--- src/hw/rtl/htps_pkg.sv ---
// ----------------------------------------------------------------------------
// htps_pkg
// Shared types, constants and score helpers for the hash table probe/store
// block.
// ----------------------------------------------------------------------------
package htps_pkg;

  localparam int unsigned HTPS_ENTRIES = 65536;

  localparam int unsigned KEY_W    = 64;
  localparam int unsigned TAG_W    = 32;
  localparam int unsigned PLY_W    = 8;
  localparam int unsigned MOVE_W   = 16;
  localparam int unsigned SCORE_W  = 16;
  localparam int unsigned DEPTH_W  = 8;
  localparam int unsigned BOUND_W  = 2;
  localparam int unsigned GEN_W    = 8;
  localparam int unsigned THR_W    = 15;

  localparam int unsigned S_TDATA_W = 136;
  localparam int unsigned M_TDATA_W = 64;
  localparam int unsigned M_TUSER_W = 2;
  localparam int unsigned CFG_IDX_W = 1;
  localparam int unsigned CFG_DAT_W = 15;

  // register indexes
  localparam logic [CFG_IDX_W-1:0] CFG_MATE_THR   = 1'b0;
  localparam logic [CFG_IDX_W-1:0] CFG_SEARCH_GEN = 1'b1;

  localparam logic [THR_W-1:0] MATE_THR_RST   = 15'd30000;
  localparam logic [GEN_W-1:0] SEARCH_GEN_RST = 8'd0;

  // opcodes
  localparam logic OP_PROBE = 1'b0;
  localparam logic OP_STORE = 1'b1;

  // bound codes
  localparam logic [BOUND_W-1:0] BOUND_NONE  = 2'd0;
  localparam logic [BOUND_W-1:0] BOUND_LOWER = 2'd1;
  localparam logic [BOUND_W-1:0] BOUND_UPPER = 2'd2;
  localparam logic [BOUND_W-1:0] BOUND_EXACT = 2'd3;

  typedef struct packed {
    logic                      valid;
    logic                      pv;
    logic [DEPTH_W-1:0]        depth;
    logic [GEN_W-1:0]          gen;
    logic [BOUND_W-1:0]        bound;
    logic signed [SCORE_W-1:0] eval;
    logic signed [SCORE_W-1:0] score;
    logic [MOVE_W-1:0]         move;
    logic [TAG_W-1:0]          tag;
  } entry_t;

  typedef struct packed {
    logic                      opcode;
    logic [KEY_W-1:0]          key;
    logic [PLY_W-1:0]          ply;
    logic [MOVE_W-1:0]         move;
    logic signed [SCORE_W-1:0] score;
    logic [DEPTH_W-1:0]        depth;
    logic signed [SCORE_W-1:0] static_eval;
    logic [BOUND_W-1:0]        bound;
    logic                      pv_flag;
  } in_item_t;

  typedef struct packed {
    logic                      hit;
    logic                      written;
    logic [MOVE_W-1:0]         hit_move;
    logic signed [SCORE_W-1:0] hit_score;
    logic signed [SCORE_W-1:0] hit_eval;
    logic [DEPTH_W-1:0]        hit_depth;
    logic [BOUND_W-1:0]        hit_bound;
    logic                      hit_pv;
  } out_item_t;

  // controller -> datapath
  typedef struct packed {
    logic clr_wr;    // write zero at clear pointer, advance it
    logic load;      // capture input item, restart index reduction
    logic mod_step;  // one step of key reduction
    logic rd;        // read slot
    logic eval;      // decide, write slot, load result register
  } htps_cmd_t;

  // datapath -> controller
  typedef struct packed {
    logic clr_last;
    logic mod_done;
  } htps_sts_t;

  // Mate-range score shift by ply. up=1 moves away from root (store).
  function automatic logic signed [SCORE_W-1:0] mate_adjust(
    input logic signed [SCORE_W-1:0] s,
    input logic [PLY_W-1:0]          ply,
    input logic [THR_W-1:0]          thr,
    input logic                      up
  );
    logic signed [SCORE_W+1:0] sx;
    logic signed [SCORE_W+1:0] tx;
    logic signed [SCORE_W+1:0] px;
    logic signed [SCORE_W+1:0] v;
    sx = {{2{s[SCORE_W-1]}}, s};
    tx = signed'({3'b000, thr});
    px = signed'({10'd0, ply});
    if (sx >= tx) begin
      v = up ? (sx + px) : (sx - px);
    end else if (sx <= -tx) begin
      v = up ? (sx - px) : (sx + px);
    end else begin
      v = sx;
    end
    if (v > 18'sd32767) begin
      return 16'sh7FFF;
    end else if (v < -18'sd32768) begin
      return 16'sh8000;
    end else begin
      return v[SCORE_W-1:0];
    end
  endfunction

endpackage

--- src/hw/rtl/htps_ctrl.sv ---
// ----------------------------------------------------------------------------
// htps_ctrl
// Sequencer: clearing pass, item capture, slot index, read, evaluate.
// ----------------------------------------------------------------------------
module htps_ctrl
  import htps_pkg::*;
(
  input  logic      clk_i,
  input  logic      rst_ni,
  input  logic      in_valid_i,
  output logic      in_ready_o,
  output logic      out_valid_o,
  input  logic      out_ready_i,
  output htps_cmd_t cmd_o,
  input  htps_sts_t sts_i
);

  typedef enum logic [1:0] {
    ST_CLEAR,
    ST_IDLE,
    ST_INDEX,
    ST_EVAL
  } state_e;

  state_e state_q;
  logic   out_valid_q;
  logic   out_free;

  assign out_free    = !out_valid_q || out_ready_i;
  assign in_ready_o  = (state_q == ST_IDLE);
  assign out_valid_o = out_valid_q;

  always_comb begin
    cmd_o          = '0;
    cmd_o.clr_wr   = (state_q == ST_CLEAR);
    cmd_o.load     = (state_q == ST_IDLE) && in_valid_i;
    cmd_o.mod_step = (state_q == ST_INDEX) && !sts_i.mod_done;
    cmd_o.rd       = (state_q == ST_INDEX) && sts_i.mod_done;
    cmd_o.eval     = (state_q == ST_EVAL) && out_free;
  end

  always_ff @(posedge clk_i or negedge rst_ni) begin
    if (!rst_ni) begin
      state_q     <= ST_CLEAR;
      out_valid_q <= 1'b0;
    end else begin
      if (out_valid_q && out_ready_i) begin
        out_valid_q <= 1'b0;
      end
      case (state_q)
        ST_CLEAR: begin
          if (sts_i.clr_last) state_q <= ST_IDLE;
        end
        ST_IDLE: begin
          if (in_valid_i) state_q <= ST_INDEX;
        end
        ST_INDEX: begin
          if (sts_i.mod_done) state_q <= ST_EVAL;
        end
        ST_EVAL: begin
          if (out_free) begin
            out_valid_q <= 1'b1;
            state_q     <= ST_IDLE;
          end
        end
        default: begin
          state_q <= ST_IDLE;
        end
      endcase
    end
  end

endmodule

--- config.mk ---
export PLATFORM = sky130hd
export DESIGN_NAME = htps_ctrl
export DESIGN_NICKNAME = d
export VERILOG_FILES = /design/src/hw/rtl/htps_pkg.sv /design/src/hw/rtl/htps_ctrl.sv
export SDC_FILE = /design/constraint.sdc
export NUM_CORES = 1
export LEC_CHECK = 0
export BUFFER_PORTS_ARGS = -buffer_cell sky130_fd_sc_hd__buf_2
export CORE_AREA = 3 3 40 42
export CTS_BUF_LIST = sky130_fd_sc_hd__clkbuf_2
export DETAILED_ROUTE_END_ITERATION = 10
export DIE_AREA = 0 0 43 45
export SETUP_SLACK_MARGIN = 0.2
export SLEW_MARGIN = 10
export SYNTH_ARGS = -nofsm -noshare
export SYNTH_HDL_FRONTEND = slang
export SYNTH_SLANG_ARGS = --single-unit
--- constraint.sdc ---
create_clock -name clk_i -period 3.2 [get_ports clk_i]
set_input_delay 0.16 -clock clk_i [delete_from_list [all_inputs] [get_ports clk_i]]
set_output_delay 0.16 -clock clk_i [all_outputs]
set_load 0.005 [all_outputs]
# == Word level (Yosys, flattened, before mapping) ==
# Cells that the tools add are included.
# word_totals
reg_bits,3
input_bits,6
output_inout_bits,7
elab_cells,27
# classes
n_eq_ne,7
n_mux,8
reduce_logical,10
# ops
operator,n
$mux W2,4
$pmux W2 S4,1
$ne A2 B2 Y1 const B,3
$logic_and A1 B1 Y1,5
$eq A2 B2 Y1 const B,2
$reduce_and A4 Y1,1
$mux W1,3
$eq A2 B1 Y1 const B,1
$logic_not A1 Y1,2
$logic_not A2 Y1,1
$ne A2 B1 Y1 const B,1
$logic_or A1 B1 Y1,1

# == Depth between registers and ports, before layout ==
# depth
depth_word,4
mapped_depth,5

# == Least setup slack after synthesis ==
# OpenSTA, ideal clock, no wires.
# synth_path
kind,flip-flop to flip-flop
start,register state_q[0]
end,register state_q[1]
t_arrival_ns,1.621
path_slack_ns,1.454
stages_incl_launch_ff,6
n_path_buf,0
cell_sequence,dfrtp_1 inv_1 ha_1 nor2b_1 or4_4 mux2_4
# synth_via
elab_chain_cells,3
word_cells_on_any_way,10
cone_classes,eq/ne (7); mux (1); reduce/logical (2)
# synth_lines
item,line,rtl
"start, declared",htps_ctrl.sv:25,state_e state_q;
"start signal, assigned",htps_ctrl.sv:44,state_q <= ST_CLEAR;
"start signal, assigned",htps_ctrl.sv:52,if (sts_i.clr_last) state_q <= ST_IDLE;
"start signal, assigned",htps_ctrl.sv:55,if (in_valid_i) state_q <= ST_INDEX;
$eq A2 B2 Y1 (tied with other cells),htps_ctrl.sv:50,case (state_q)
$ne A2 B2 Y1 (no line) / $ne A2 B1 Y1 (equally long branches),n/a,
$reduce_and A4 Y1 (no line),n/a,
# Several ways; a longest one is shown, not always the timed one.
# A chain may end at the register's enable or synchronous reset.

# == Final worst setup path ==
# Ends and elaborated chain as after synthesis.

==> results.cfg <==
[place]
gp_congestion = 0.620
io_buffers = 12
pre_cts_ws_ns = 1.39

[drt]
routed_wirelength_um = 461
vias = 193
avgRoutedWirePerCell_um = 8.54
post-route-drc-count = 0
drtIter0Drc = 1
antenna_left = 0
routed_via_density = 3.57
drt_pass1_iterations = 2

[timing]
period_share_pct = 56.4
max_slew_margin_pct = 91.7
rsz0062_at_grt = false
tns_ns = 0
fin_worst_skew_ns = 0.00601
final-max-slew-violation-count = 0
tightest_slew_ns = 0.121
hold_violations = 0
fmax_mhz = 554
post-route-min-period_ns = 1.81
worst_slack_ns = 1.39
setup_viol = 0

[final_layout]
drive_above_1_share_pct = 51.3
syn_to_final_growth_pct = 44.4
final_nets = 51
antenna_cells = 0

[critical_path]
crit_start = state_q[0]
cp_slowest_cell = or4_4
crit_required_ns = 3.29
endpoint = state_q[1]
critPathMaxStageDelay_ns = 0.55
worstPathCellList = inv_1 -> ha_1 -> nor2b_1 -> or4_4 -> mux2_4
cp-start-kind = flip-flop
worstPathArrival_ns = 1.89
critPathKind = flip-flop to flip-flop
crit_buf_inv = 1
reg2reg_to = state_q[1]
r2r-start = state_q[0]
crit_family = simple AND/OR/NAND/NOR gates
path_max_fanout = 4
crit_path_end_kind = flip-flop
cp_num_cells = 5
r2r_cells = 5
reg2reg_setup_slack_ns = 1.39

[grt]
grt_max_degree = 5
grt_use_total_pct = 5.67
globalRoute.totalOverflow = 0
grt_pass1_wl_um = 759
grt_pass1_vias = 188
antenna_found_initial = 0

[job]
cap_violations = 0

[floorplan]
core_region_area_um2 = 1280
io_pins = 13
initial_core_util_pct = 19.1
die_y_um = 45
die_area_um2 = 1940
die_x_um = 43
rows = 13

[hold_path]
holdCritStartpoint = out_ready_i
worstHoldPathType = input pin to flip-flop

[synthesis]
yosysWarnings = 0
syn_area_um2 = 245
avgSynthCellArea_um2 = 11.1
synth_seq_area_share_pct = 30.6
postSynthCellCount = 22
synth.distinct_cells = 12
syn_nets = 33
synth_seq_cells = 3

[cts]
clockRootBuffer = clkbuf_2
postCtsSetupBuffers = 0
cts_tree = yes
clock_latency_ns = 0.20
cts_sinks = 3
htree_levels = 1
clockBufferDepth = 2
clk_pin_slew_worst_paths_ns = 0.05
numCtsBuffers = 3

[power]
cellLeakagePower_nw = 0.209
p_per_area_nw_per_um2 = 848
ir_drop_mv = 0.290

[status]
status = finished, final reports clean
## Yosys cell counts
cell type	count	share of area (%)
and2_1	3	7.7
and2b_2	1	3.6
and3b_1	1	3.6
dfrtp_1	3	31
ha_1	5	26
inv_1	2	3.1
mux2_4	1	6.1
mux2i_1	1	4.1
nand2b_1	2	5.1
nor2b_1	1	2.6
nor2b_2	1	3.6
or4_4	1	4.6
## metrics by stage
stage	std cells	total power, mW	instance area [µm²]	hold slack, ns	util (%)
after floorplan	22	0.194	245	-0.136	-
after detailed placement	49	0.252	324	-0.0394	25.2
after CTS	54	0.310	354	0.234	27.6
after global placement	49	0.248	324	-0.0418	25.2
after global routing	54	0.335	354	0.274	27.6
final	54	0.300	354	0.245	27.6
## how the worst min path moves through the flow
stage                  end  slack (ns)  cells past startpoint
2_1_floorplan  out_valid_o       -0.14                      0
3_3_place_gp   out_valid_o       -0.04                      1
3_5_place_dp   out_valid_o       -0.04                      1
4_1_cts        out_valid_o        0.23                      3
5_1_grt         state_q[0]        0.27                      2
6_report       out_valid_o        0.25                      3
## logic make-up (layout without fill, tap and decap cells)
kind of cell  after synthesis  in the layout  share of synthesized area (%)
buf+inv                     2             19                           3.06
flops                       3              3                           30.6
mux                         2              2                           10.2
simple gates               10             10                           30.6
fa+ha+maj                   5              5                           25.5
## cell usage in the layout (no fill, tap or decap)
cell type	count
mux2_4	1
nor2b_1	1
buf_2	12
and2b_2	1
nor2b_2	1
and3b_1	1
nand2b_1	2
dlygate4sd3_1	1
clkbuf_2	4
mux2i_1	1
dfrtp_1	3
ha_1	5
and2_1	3
or4_4	1
inv_1	2
## registers in the layout, summed over array words and instances, names as in the netlist
name / count
state_q: 2
out_valid_o: 1
## repair_timing
item / CTS / global route
endpoints found under the hold margin: 3 / 0
gates resized for setup: 0 / 0
hold buffers: 1 / 0
## cell type report
type | count | area (µm²)
flip-flops and latches | 3 | 75.1
well taps | 15 | 18.8
clock buffers | 4 | 20.0
fillers | 137 | 931
multi-input cells | 17 | 163
inverters | 2 | 7.51
repair buffers | 13 | 70.1
## report_power, final
group	internal [mW]	total, mW	switching [mW]
logic	0.101	0.172	0.0710
registers	0.0586	0.0760	0.0173
clock network	0.0330	0.0529	0.0199
## worst reg2reg max path, stage by stage (launching register included)
cell and delay, ns:
dfrtp_1 0.39, inv_1 0.09, ha_1 0.20, nor2b_1 0.14, or4_4 0.55, mux2_4 0.32
## metal layers
metal  wire length, µm  vias up  GRT usage, %
li1                  -      103             -
met4                 0        0          3.61
met5                 0        -             0
met3                74        0          4.38
met2               173       13          6.89
met1               212       77          6.78
No activity file was read; power rests on OpenSTA's default activity.
